$ cat config.mk
export PLATFORM = sky130hd
export DESIGN_NAME = multichannel_first_order_lowpass_unit
export DESIGN_NICKNAME = d
export VERILOG_FILES = /design/src/hw/rtl/mflu_pkg.sv /design/src/hw/rtl/mflu_div.sv /design/src/hw/rtl/mflu_mem.sv /design/src/hw/rtl/multichannel_first_order_lowpass_unit.sv
export VERILOG_INCLUDE_DIRS = /design/src /design/src/hw/rtl
export SDC_FILE = /design/constraint.sdc
export NUM_CORES = 2
export LEC_CHECK = 0
export ABC_AREA = 1
export ABC_CLOCK_PERIOD_IN_PS = 6600
export BUFFER_PORTS_ARGS = -buffer_cell sky130_fd_sc_hd__buf_2
export CORE_MARGIN = 2
export CORE_UTILIZATION = 45
export CTS_CLUSTER_SIZE = 30
export DETAILED_ROUTE_END_ITERATION = 16
export PLACE_DENSITY = 0.73
export SLEW_MARGIN = 20
export SYNTH_ARGS = -nofsm -noshare
export SYNTH_HDL_FRONTEND = slang
export SYNTH_SLANG_ARGS = --single-unit
$ cat constraint.sdc
create_clock -name clk -period 6.6 [get_ports clk]
set_input_delay 0.66 -clock clk [delete_from_list [all_inputs] [get_ports clk]]
set_output_delay 0.66 -clock clk [all_outputs]
set_load 0.005 [all_outputs]
$ cat src/hw/rtl/multichannel_first_order_lowpass_unit_assert.svh
// Assertion macros used by the top-level RTL of the low-pass unit.
// They expect signals named clk and arst_n in the scope where they are used.
`ifndef MULTICHANNEL_FIRST_ORDER_LOWPASS_UNIT_ASSERT_SVH
`define MULTICHANNEL_FIRST_ORDER_LOWPASS_UNIT_ASSERT_SVH

// Consequent must hold in the same cycle as the antecedent.
`define MFLU_ASSERT_IMP(lbl, ante, cons, msg) \
	lbl: assert property (@(posedge clk) disable iff (!arst_n) (ante) |-> (cons)) \
		else $error(msg);

// Consequent must hold in the cycle after the antecedent.
`define MFLU_ASSERT_NXT(lbl, ante, cons, msg) \
	lbl: assert property (@(posedge clk) disable iff (!arst_n) (ante) |=> (cons)) \
		else $error(msg);

`endif

$ cat src/hw/rtl/mflu_pkg.sv
`default_nettype none
package mflu_pkg;

	localparam int NUM_CHANNELS_DEF = 16;
	localparam int FRAC_BITS_DEF = 16;

	localparam int CH_W = 4;
	localparam int SAMPLE_W = 32;
	localparam int TAU_W = 16;
	localparam int APB_DATA_W = 32;
	localparam int APB_ADDR_W = 3;

	localparam logic [TAU_W-1:0] TAU_RESET = 16'd100;

	localparam logic REG_ENABLE = 1'b0;
	localparam logic REG_TAU = 1'b1;

	typedef struct packed {
		logic rd;
		logic wr;
		logic clr;
	} mem_cmd_t;

	typedef struct packed {
		logic busy;
		logic done;
	} div_stat_t;

endpackage
`default_nettype wire

$ cat src/hw/rtl/mflu_div.sv
`default_nettype none
module mflu_div #(
	parameter int FRAC_BITS = mflu_pkg::FRAC_BITS_DEF
) (
	input  wire                            clk,
	input  wire                            arst_n,
	input  wire                            start,
	input  wire [mflu_pkg::TAU_W-1:0]      numer,
	input  wire [mflu_pkg::TAU_W:0]        denom,
	output logic [FRAC_BITS-1:0]           quotient,
	output mflu_pkg::div_stat_t            stat
);
	import mflu_pkg::*;

	localparam int CNT_W = $clog2(FRAC_BITS + 1);

	logic [TAU_W:0]       rem_q;
	logic [TAU_W:0]       den_q;
	logic [FRAC_BITS-1:0] quo_q;
	logic [CNT_W-1:0]     cnt_q;
	logic                 busy_q;
	logic                 done_q;
	logic [TAU_W+1:0]     shifted;
	logic [TAU_W+1:0]     diff;
	logic                 fits;

	// The numerator is below the divisor, so each step yields one fraction bit.
	always_comb begin
		shifted = {rem_q, 1'b0};
		diff = shifted - {1'b0, den_q};
		fits = (shifted >= {1'b0, den_q});
	end

	always_ff @(posedge clk or negedge arst_n) begin
		if (!arst_n) begin
			busy_q <= 1'b0;
			done_q <= 1'b0;
			cnt_q <= '0;
		end else begin
			done_q <= 1'b0;
			if (start) begin
				busy_q <= 1'b1;
				cnt_q <= CNT_W'(FRAC_BITS);
			end else if (busy_q) begin
				cnt_q <= cnt_q - 1'b1;
				if (cnt_q == CNT_W'(1)) begin
					busy_q <= 1'b0;
					done_q <= 1'b1;
				end
			end
		end
	end

	always_ff @(posedge clk) begin
		if (start) begin
			rem_q <= {1'b0, numer};
			den_q <= denom;
			quo_q <= '0;
		end else if (busy_q) begin
			rem_q <= fits ? diff[TAU_W:0] : shifted[TAU_W:0];
			quo_q <= {quo_q[FRAC_BITS-2:0], fits};
		end
	end

	assign quotient = quo_q;
	assign stat.busy = busy_q;
	assign stat.done = done_q;

endmodule
`default_nettype wire

$ cat src/hw/rtl/mflu_mem.sv
`default_nettype none
module mflu_mem #(
	parameter int NUM_CHANNELS = mflu_pkg::NUM_CHANNELS_DEF,
	parameter int IDX_W = (NUM_CHANNELS > 1) ? $clog2(NUM_CHANNELS) : 1
) (
	input  wire                               clk,
	input  wire                               arst_n,
	input  mflu_pkg::mem_cmd_t                cmd,
	input  wire [IDX_W-1:0]                   addr,
	input  wire [mflu_pkg::SAMPLE_W-1:0]      wr_data,
	output logic [mflu_pkg::SAMPLE_W-1:0]     rd_data
);
	import mflu_pkg::*;

	logic [SAMPLE_W-1:0]     mem [NUM_CHANNELS];
	logic [NUM_CHANNELS-1:0] valid_q;
	logic [SAMPLE_W-1:0]     rd_data_q;
	logic                    rd_valid_q;

	always_ff @(posedge clk or negedge arst_n) begin
		if (!arst_n) begin
			valid_q <= '0;
			rd_valid_q <= 1'b0;
		end else begin
			if (cmd.clr) begin
				valid_q <= '0;
			end else if (cmd.wr) begin
				valid_q[addr] <= 1'b1;
			end
			if (cmd.rd) begin
				rd_valid_q <= valid_q[addr];
			end
		end
	end

	always_ff @(posedge clk) begin
		if (cmd.wr) begin
			mem[addr] <= wr_data;
		end
		if (cmd.rd) begin
			rd_data_q <= mem[addr];
		end
	end

	// An entry never written since the last clear reads as zero.
	assign rd_data = rd_valid_q ? rd_data_q : '0;

endmodule
`default_nettype wire

$ cat src/hw/rtl/multichannel_first_order_lowpass_unit.sv
// Per-channel first-order low-pass filter on signed Q16.16 samples. Each sample beat names a
// channel and the interval since that channel's last sample; the unit forms the weight
// interval / (time constant + interval) with FRAC_BITS fraction bits, moves the channel's stored
// value toward the sample by that weight and returns the new value. A channel at or above
// NUM_CHANNELS, or any sample while the filter is disabled, is returned unchanged; disabling the
// filter clears all stored values. One sample is handled at a time, passing through the restoring
// divider, which produces one weight bit per cycle, and then the multiply and add states; a finished
// result waits in the output register without holding up the start of the next sample, except that
// the add state stalls while the previous result is still untaken. Registers: filter_enable at byte
// address 0, time_constant_ms at byte address 4 (a write of zero is ignored).
`default_nettype none
`include "multichannel_first_order_lowpass_unit_assert.svh"
module multichannel_first_order_lowpass_unit #(
	parameter int NUM_CHANNELS = mflu_pkg::NUM_CHANNELS_DEF,
	parameter int FRAC_BITS = mflu_pkg::FRAC_BITS_DEF
) (
	input  wire                                  clk,
	input  wire                                  arst_n,
	input  wire                                  sample_valid,
	output logic                                 sample_ready,
	input  wire [mflu_pkg::CH_W-1:0]             channel,
	input  wire signed [mflu_pkg::SAMPLE_W-1:0]  sample,
	input  wire [mflu_pkg::TAU_W-1:0]            interval_ms,
	output logic                                 result_valid,
	input  wire                                  result_ready,
	output logic [mflu_pkg::CH_W-1:0]            out_channel,
	output logic signed [mflu_pkg::SAMPLE_W-1:0] filtered,
	input  wire                                  psel,
	input  wire                                  penable,
	input  wire                                  pwrite,
	input  wire [mflu_pkg::APB_ADDR_W-1:0]       paddr,
	input  wire [mflu_pkg::APB_DATA_W-1:0]       pwdata,
	output logic [mflu_pkg::APB_DATA_W-1:0]      prdata,
	output logic                                 pready
);
	import mflu_pkg::*;

	localparam int IDX_W = (NUM_CHANNELS > 1) ? $clog2(NUM_CHANNELS) : 1;
	localparam int DIFF_W = SAMPLE_W + 1;
	localparam int PROD_W = DIFF_W + FRAC_BITS + 1;

	localparam logic [1:0] ST_IDLE = 2'd0;
	localparam logic [1:0] ST_DIV = 2'd1;
	localparam logic [1:0] ST_MUL = 2'd2;
	localparam logic [1:0] ST_ADD = 2'd3;

	logic [1:0]                 state_q;
	logic                       enable_q;
	logic [TAU_W-1:0]           tau_q;
	logic                       cfg_wr;
	logic                       accept;
	logic                       finish;

	logic [CH_W-1:0]            ch_q;
	logic signed [SAMPLE_W-1:0] sample_q;
	logic                       range_q;
	logic signed [PROD_W-1:0]   prod_q;
	logic                       result_valid_q;
	logic [CH_W-1:0]            out_channel_q;
	logic [SAMPLE_W-1:0]        filtered_q;

	logic [FRAC_BITS-1:0]       alpha;
	div_stat_t                  div_stat;
	mem_cmd_t                   mem_cmd;
	logic [IDX_W-1:0]           mem_addr;
	logic [SAMPLE_W-1:0]        prev;
	logic signed [DIFF_W-1:0]   diff;
	logic signed [PROD_W-1:0]   prod;
	logic signed [PROD_W-1:0]   scaled;
	logic [SAMPLE_W-1:0]        next;
	logic                       update;

	assign pready = 1'b1;
	assign cfg_wr = psel && penable && pwrite;

	always_comb begin
		prdata = '0;
		unique case (paddr[2])
			REG_ENABLE: prdata[0] = enable_q;
			REG_TAU: prdata[TAU_W-1:0] = tau_q;
			default: prdata = '0;
		endcase
	end

	always_ff @(posedge clk or negedge arst_n) begin
		if (!arst_n) begin
			enable_q <= 1'b1;
			tau_q <= TAU_RESET;
		end else if (cfg_wr) begin
			unique case (paddr[2])
				REG_ENABLE: enable_q <= pwdata[0];
				REG_TAU: begin
					if (pwdata[TAU_W-1:0] != '0) begin
						tau_q <= pwdata[TAU_W-1:0];
					end
				end
				default: ;
			endcase
		end
	end

	assign sample_ready = (state_q == ST_IDLE);
	assign accept = sample_valid && sample_ready;
	assign finish = (state_q == ST_ADD) && (!result_valid_q || result_ready);
	assign update = enable_q && range_q;

	always_ff @(posedge clk or negedge arst_n) begin
		if (!arst_n) begin
			state_q <= ST_IDLE;
			result_valid_q <= 1'b0;
		end else begin
			unique case (state_q)
				ST_IDLE: begin
					if (accept) begin
						state_q <= ST_DIV;
					end
				end
				ST_DIV: begin
					if (div_stat.done) begin
						state_q <= ST_MUL;
					end
				end
				ST_MUL: state_q <= ST_ADD;
				ST_ADD: begin
					if (finish) begin
						state_q <= ST_IDLE;
					end
				end
				default: state_q <= ST_IDLE;
			endcase
			if (finish) begin
				result_valid_q <= 1'b1;
			end else if (result_ready) begin
				result_valid_q <= 1'b0;
			end
		end
	end

	always_ff @(posedge clk) begin
		if (accept) begin
			ch_q <= channel;
			sample_q <= sample;
			range_q <= (32'(channel) < 32'(NUM_CHANNELS));
		end
		if (state_q == ST_MUL) begin
			prod_q <= prod;
		end
		if (finish) begin
			out_channel_q <= ch_q;
			filtered_q <= update ? next : sample_q;
		end
	end

	always_comb begin
		diff = {sample_q[SAMPLE_W-1], sample_q} - {prev[SAMPLE_W-1], prev};
		prod = diff * $signed({1'b0, alpha});
		scaled = prod_q >>> FRAC_BITS;
		next = prev + scaled[SAMPLE_W-1:0];
	end

	assign mem_addr = accept ? IDX_W'(channel) : IDX_W'(ch_q);
	assign mem_cmd.rd = accept;
	assign mem_cmd.wr = finish && update;
	assign mem_cmd.clr = cfg_wr && (paddr[2] == REG_ENABLE) && !pwdata[0];

	mflu_div #(
		.FRAC_BITS(FRAC_BITS)
	) u_div (
		.clk(clk),
		.arst_n(arst_n),
		.start(accept),
		.numer(interval_ms),
		.denom({1'b0, tau_q} + {1'b0, interval_ms}),
		.quotient(alpha),
		.stat(div_stat)
	);

	mflu_mem #(
		.NUM_CHANNELS(NUM_CHANNELS),
		.IDX_W(IDX_W)
	) u_mem (
		.clk(clk),
		.arst_n(arst_n),
		.cmd(mem_cmd),
		.addr(mem_addr),
		.wr_data(next),
		.rd_data(prev)
	);

	assign result_valid = result_valid_q;
	assign out_channel = out_channel_q;
	assign filtered = filtered_q;

	`MFLU_ASSERT_NXT(a_busy_after_accept, accept, !sample_ready, "unit ready right after a beat")
	`MFLU_ASSERT_IMP(a_div_done_in_div, div_stat.done, state_q == ST_DIV, "divider done outside wait")
	`MFLU_ASSERT_IMP(a_div_busy_in_div, div_stat.busy, state_q == ST_DIV, "divider busy outside wait")
	`MFLU_ASSERT_IMP(a_tau_nonzero, 1'b1, tau_q != '0, "time constant is zero")
	`MFLU_ASSERT_IMP(a_result_from_add, $rose(result_valid), $past(state_q == ST_ADD), "stray result")

endmodule
`default_nettype wire

Yosys cells after proc, flatten, opt, wreduce, memory -nomap -nowiden
Memories as Yosys holds them, arrays and structs flattened. A register that Yosys moved wholly into a read port is not among the register bits.
Cells that the tools add are included.
{"block": "op_classes", "mux": 30, "add_sub_neg": 5, "n_bitwise": 2, "reduce_logical": 19, "mul": 1, "n_eq_ne": 7, "n_lt_le_gt_ge": 3}
{"cell": "16-bit two-way mux", "n": 4}
{"cell": "32-bit two-way mux", "n": 2}
{"cell": "33-bit by 17-bit multiplier with 48-bit output", "n": 1}
{"cell": "32-bit by 32-bit subtractor with 33-bit output", "n": 1}
{"cell": "32-bit adder", "n": 1}
{"cell": "18-bit by 17-bit >= comparator with 1-bit output", "n": 1}
{"cell": "16-bit by 16-bit adder with 17-bit output", "n": 1}
{"cell": "17-bit two-way mux", "n": 1}
{"cell": "17-bit subtractor", "n": 1}
{"cell": "16-bit bitwise OR", "n": 1}
{"cell": "16-bit nonzero test", "n": 1}
{"cell": "15-bit two-way mux", "n": 1}
{"cell": "1-bit two-way mux", "n": 12}
{"cell": "5-bit two-way mux", "n": 2}
{"cell": "1-bit logical AND", "n": 8}
{"cell": "2-bit case mux with 4 select lines", "n": 1}
{"cell": "2-bit two-way mux", "n": 3}
{"cell": "3-bit AND reduction", "n": 2}
{"cell": "2-bit nonzero test", "n": 3}
{"cell": "5-bit by 1-bit equality test with 1-bit output (second input constant)", "n": 1}
{"cell": "4-bit by 5-bit < comparator with 1-bit output (second input constant)", "n": 1}
{"cell": "5-bit by 1-bit subtractor with 5-bit output (second input constant)", "n": 1}
{"cell": "1-bit binary-select mux with 4-bit select", "n": 1}
{"cell": "1-bit demux with 4-bit select", "n": 1}
{"cell": "12 further kinds", "n": 15}
{"block": "word_totals", "memories": 1, "output_inout_bits": 71, "input_bits": 94, "elab_cells": 86, "ram_bits": 512, "register_bits": 214}
{"name": "u_mem.mem", "depth": 16, "word_bits": 32, "read_ports": 1, "rd_ports_with_merged_regs": 1, "write_ports": 1, "line": "mflu_mem.sv:15", "source": "logic [SAMPLE_W-1:0] mem [NUM_CHANNELS];"}

Depth between registers and ports, before layout
{"block": "depth", "depth_word": 10, "mapped_depth": 46, "ltp_nobuf": 44}

By module
A second synthesis with hierarchy kept.
{"block": "hier_totals", "cells_unflattened": 5604, "hier_area_um2": 52644.2}
{"module": "multichannel_first_order_lowpass_unit", "seq_area_each_um2": 3588.4, "area_per_inst_um2": 28064.4, "cells_each": 3613, "instances": 1}
{"module": "mflu_mem", "seq_area_each_um2": 16761.1, "area_per_inst_um2": 21140.3, "cells_each": 1551, "instances": 1}
{"module": "mflu_div", "seq_area_each_um2": 1506.4, "area_per_inst_um2": 3439.5, "cells_each": 440, "instances": 1}

Worst setup path before layout
Ideal clock, no wire load.
{"block": "synth_timing", "kind": "register -> register", "startpoint": "register u_mem.rd_valid_q", "endpoint": "register prod_q[47] (data pin)", "path_stages_with_launch": 40, "required_ns": 6.348, "setup_ns": 0.252, "path_slack_ns": -0.662, "arrival_time_ns": 7.010, "period_less_slack_ns": 7.262, "n_path_buf": 2, "path_cell_list": "dfrtp_1 clkbuf_1 clkbuf_1 nand2_1 inv_1 ha_1 fa_1 inv_1 nand2_1 nand2_1 nand3_1 nand2_2 nand2_1 nand2_2 nand2_1 nand2_1 nand2_1 nand2_2 [... 4 more ...] fa_1 inv_1 fa_1 fa_1 fa_1 inv_1 fa_1 inv_1 ha_1 nand2_1 nor2_1 nand2_1 nor2_1 nand3_1 nor2_1 nor2_1 nand3_1 nand2_1"}
{"block": "synth_via", "elab_chain_cells": 3}
{"item": "start, declared", "line": "mflu_mem.sv:18", "source": "logic rd_valid_q;"}
{"item": "start signal, assigned", "line": "mflu_mem.sv:31", "source": "rd_valid_q <= valid_q[addr];"}
{"item": "32-bit two-way mux", "line": "mflu_mem.sv:46", "source": "assign rd_data = rd_valid_q ? rd_data_q : '0;"}
{"item": "32-bit by 32-bit subtractor with 33-bit output", "line": "multichannel_first_order_lowpass_unit.sv:155", "source": "diff = {sample_q[SAMPLE_W-1], sample_q} - {prev[SAMPLE_W-1], prev};"}
{"item": "33-bit by 17-bit multiplier with 48-bit output", "line": "multichannel_first_order_lowpass_unit.sv:156", "source": "prod = diff * $signed({1'b0, alpha});"}
{"item": "via prod[47]", "line": "multichannel_first_order_lowpass_unit.sv:68", "source": "logic signed [PROD_W-1:0] prod;"}
{"item": "end signal, assigned", "line": "multichannel_first_order_lowpass_unit.sv:146", "source": "prod_q <= prod;"}
{"item": "end, declared", "line": "multichannel_first_order_lowpass_unit.sv:57", "source": "logic signed [PROD_W-1:0] prod_q;"}
The timed path passes the listed nets, and every way through them passes these cells.
A chain may end at the register's enable or synchronous reset.

Final worst setup path
{"block": "layout_timing", "startpoint": "register u_mem.rd_valid_q", "endpoint": "register prod_q[43] (data pin)"}
Same word-level chain as after synthesis.

==> results by stage <==
Status:
- The flow ran to the end, but the final reports show violations.
- The checks that failed: setup timing.

Placed design:
- Routability-driven placement finished with a final weighted congestion of between 0.9 and 1.
- The instance area after placement is around 0.059 mm2.
- Once placement completed, the tool counted placed cells totaling 7298.
- The wire-length estimate of the detail-placed layout is between 100 and 150 mm.
- The quantity of I/O buffers inserted on ports is roughly 130.
- The worst setup timing slack at the placement stage is -1550 ps.

CTS:
- The number of buffers on the longest clock path is 3.
- Buffers inserted during clock tree synthesis total 79.
- The clock root buffer is sky130_fd_sc_hd__clkbuf_16.
- The CTS tree is done.
- The H-tree generated during clock tree synthesis spans 3 levels.
- The total clock sinks is between 700 and 800.
- At the later pin of the worst-skew pair, clock insertion delay measures between 600 and 700 ps.
- The post-CTS clock slew at the launch and capture registers of the worst setup and hold paths is approximately 70 ps.

Synthesis:
- The adder-cell area share of the yosys netlist is 0.239.
- By area, the combinational part of the netlist is dominated by adder cells.
- The mapped netlist covers 0.0522 mm2.
- The average cell area after synthesis is between 9 and 10 um2.
- The dominant register cell in the synthesized netlist is sky130_fd_sc_hd__edfxtp_1.
- The count of distinct cell types in the synthesized netlist is slightly above 60.
- The portion of netlist area occupied by mux cells is 0.
- Of the total synthesized cell area, the portion taken by XOR and XNOR cells is 0.0162.
- The synthesized flop and latch total is roughly 740.
- Of the total synthesized cell area, the portion taken by AND, OR, NAND and NOR gates is 0.159.
- The total number of yosys warnings is 0.
- Sorting the synthesized cells by area gives the leading types as sky130_fd_sc_hd__edfxtp_1 (39%), sky130_fd_sc_hd__fa_1 (19%), sky130_fd_sc_hd__nand2_1 (7.5%).
- Of the synthesized area, sequential elements account for 0.419.
- Counting instances in the post-synthesis netlist gives the leading cell types as sky130_fd_sc_hd__nand2_1 (1042), sky130_fd_sc_hd__inv_1 (886), sky130_fd_sc_hd__edfxtp_1 (677), sky130_fd_sc_hd__fa_1 (489), sky130_fd_sc_hd__nor2_1 (481).
- The compound-cell area share of the yosys netlist was 0.0827.
- Of all flip-flops after synthesis, the portion carrying an async set or reset was 0.0593.
- After technology mapping, the gate count stands at ~5.3k.
- The share of synthesized area in the top cell type comes to 0.390.
- The most frequent cell after synthesis is sky130_fd_sc_hd__nand2_1.
- The biggest area contributor in the post-synthesis netlist is sky130_fd_sc_hd__edfxtp_1.
- The number of enable flip-flop cells after synthesis is 677.

Layout:
- The share of final-layout standard cells stronger than drive strength 1 is 0.228.
- For this run, the number of standard cells in the final layout without fillers is about 7.5k.
- The post-layout instance area is approximately 0.064 mm2.
- From synthesis to final layout, the design area changed by 22.3%.
- The final net count is between 6k and 7k.
- The total of fill cells in the finished design is 9779.

Setup path:
- The kind of start point of the critical path is a flip-flop.
- The reg-to-reg critical path endpoint is prod_q[43].
- For flop-to-flop paths, the worst setup slack is -1110 ps.
- In this run the critical register-to-register path is launched from u_mem.rd_valid_q.
- The number of gates on the worst path with buffers counted is 35.
- STA puts the critical path data arrival time at approximately 8100 ps.
- The endpoint type of the worst setup path is a flip-flop.
- The path depth of the worst reg2reg path is 35.
- The critical path starts at u_mem.rd_valid_q.
- At the worst endpoint, the required time is ~7000 ps.
- The endpoint of the worst setup timing path is prod_q[43].
- The critical path is of the reg -> reg type.
- The number of buffers and inverters on the critical path is 9.
- On the worst path, the slowest cell contributes a delay of roughly 650 ps.
- The maximum fanout encountered on the critical timing path is 8.
- The cell family with the largest share of critical-path delay is adder cells.
- The cell type of the slowest stage on the worst timing path is sky130_fd_sc_hd__fa_2.

STA:
- The normalized max-slew margin is 0.215.
- At the pin with the least slew margin, the transition time is 1170 ps.
- The shortest clock period the worst path allows after layout is just under 8000 ps.
- The upper clock frequency limit is roughly 130 MHz.
- Setup violations remaining at the end of the flow were counted as 32.
- In the finished design, the share of the clock period the worst path needs comes to 1.17.
- The final-report max-slew violation count is 0.
- The number of failing hold endpoints at the final stage is 0.
- The clock arrives with 49.9 ps of skew.
- Once routing completed, OpenROAD measured the worst setup slack at -1110 ps.
- Setup repair after global routing could not meet its margin everywhere.

Run:
- Across the run, the number of max-cap violations was 0.

Route:
- Summing over every cut layer, the via total after detailed routing is 40.9k.
- The wire length reported by the detailed router is 163 mm.
- The DRC violation count after routing is 0.
- The number of iterations in the first detailed-routing pass is 6.
- In the final routed layout, each cell accounts on average for around 22 um.
- Using the TritonRoute via totals, the vias-per-cell ratio works out to 5.47.
- After the first detailed-routing iteration, the DRC count stood at 4298.
- In this run the remaining antenna-violating nets after routing total 0.

Floorplanning:
- During I/O placement, the number of pins put on the boundary was 165.
- The placement row count is 124.
- The core region is roughly 0.11 mm2.
- The area of the die is approximately 0.12 mm2.
- Measured along the x axis, the die boundary spans about 340 um.
- For this configuration, the core starts out at a cell density of 0.455.
- The die outline height is between 300 and 400 um.

Global route:
- The met3 layer usage reported by global route is 0.0635.
- The largest net degree at the start of global routing is 81.
- After global routing, the most crowded layer is met2.
- The first global-routing pass estimated ~240 mm of wire.
- In the global route stage, overall resource usage came out at 0.274.
- The total overflow left after global routing is 0.
- For met1 alone, demand over resource in global routing was 0.397.
- The number of global-route vias before repair is 40.7k.
- For met2 alone, demand over resource in global routing was 0.411.
- The initial antenna violation count is 2.

Worst hold path:
- In this run the worst hold path is classified as in -> async.
==> what timing repair did <==
| item | CTS | global route |
|---|---|---|
| gates resized for setup | 164 | 207 |
| pin swaps | 30 | 84 |
| setup endpoints to repair | 32 | 32 |
| hold buffers | 0 | 0 |
| gates cloned | 0 | 3 |
| setup buffers | 10 | 27 |
==> logic make-up after synthesis <==
group	Yosys count
DFF	742
and+or+nand+nor	1974
buffers and inverters	1105
AOI/OAI and AO/OA	661
other	2
xor gates and xnor gates	94
adders and majority gates	705
==> final cells by class <==
class,instances,area [um2],area share
multi-input combinational,3451,28400,0.445
sequential,742,21900,0.343
timing repair buffer,715,5400,0.0846
inverter,916,3460,0.0542
clock buffer,92,2080,0.0326
tap,1512,1890,0.0296
clock inverter,54,708,0.0111
antenna,1,2.50,0.0000392
==> flip-flops by register name, summed over array words and instances, names as in the netlist, 17 cells and up <==
name and count:
filtered 32, u_mem.rd_data_q 32, sample_q 32, u_div.den_q 17, u_mem.mem 512, u_div.rem_q 17
prod_q 32
==> worst reg2reg max path, delay by kind of cell, from the launching register on <==
family                   cells  cell delay [ps]
buffers and inverters        9              930
flip-flops                   1              460
adder cells (fa/ha/maj)      9             3860
AND/OR/NAND/NOR             11             1370
AO/OA/AOI/OAI                5              640
XOR/XNOR                     1              180
==> worst min path at each step <==
| stage | start | end | cells past startpoint | slack [ps] |
|---|---|---|---|---|
| after floorplan | arst_n | result_valid | 0 | 360 |
| after CTS | arst_n | u_mem.rd_valid_q | 2 | 90 |
| after detailed placement | ch_q[3] | out_channel[3] | 0 | 410 |
| after global placement | ch_q[3] | out_channel[3] | 0 | 410 |
| after global routing | arst_n | u_mem.rd_valid_q | 2 | 150 |
| final | arst_n | u_mem.rd_valid_q | 2 | 110 |
==> per-stage QoR <==
step	hold WS, ps	util	setup TNS (ps)
finish	106	0.557	-28700
CTS	90.4	0.547	-26910
global placement	411	0.516	-31180
global route	147	0.557	-36800
floorplan	364	-	-2230
detailed placement	411	0.516	-32490
==> per-layer routing <==
metal  vias to the layer above  part of all wire
met3                       266             0.098
li1                      18400                 -
met5                         -           0.00094
met2                      1986              0.44
met1                     20200              0.43
met4                         4             0.030
==> cell usage in the layout (no fill, tap or decap), types with 22 or more instances in the layout <==
| cell | instances |
|---|---|
| sky130_fd_sc_hd__nand2_1 | 972 |
| sky130_fd_sc_hd__inv_1 | 856 |
| sky130_fd_sc_hd__edfxtp_1 | 677 |
| sky130_fd_sc_hd__buf_4 | 549 |
| sky130_fd_sc_hd__fa_1 | 467 |
| sky130_fd_sc_hd__nor2_1 | 383 |
| sky130_fd_sc_hd__a22oi_1 | 264 |
| sky130_fd_sc_hd__nand3_1 | 218 |
| sky130_fd_sc_hd__ha_1 | 159 |
| sky130_fd_sc_hd__buf_2 | 129 |
| sky130_fd_sc_hd__a21oi_1 | 118 |
| sky130_fd_sc_hd__o21ai_0 | 83 |
| sky130_fd_sc_hd__nor2_2 | 82 |
| sky130_fd_sc_hd__clkbuf_16 | 82 |
| sky130_fd_sc_hd__nand2_2 | 76 |
| sky130_fd_sc_hd__nand4_1 | 60 |
| sky130_fd_sc_hd__ha_4 | 56 |
| sky130_fd_sc_hd__nor2_4 | 50 |
| sky130_fd_sc_hd__inv_2 | 44 |
| sky130_fd_sc_hd__xor2_1 | 44 |
| sky130_fd_sc_hd__dfrtp_1 | 39 |
| sky130_fd_sc_hd__a21oi_2 | 34 |
| sky130_fd_sc_hd__xnor2_1 | 31 |
| sky130_fd_sc_hd__buf_12 | 23 |
| sky130_fd_sc_hd__fa_2 | 22 |
Power is left out: the tool's default activity adds up to more than one toggle a clock period on the data nets, which glitch-free logic cannot reach.
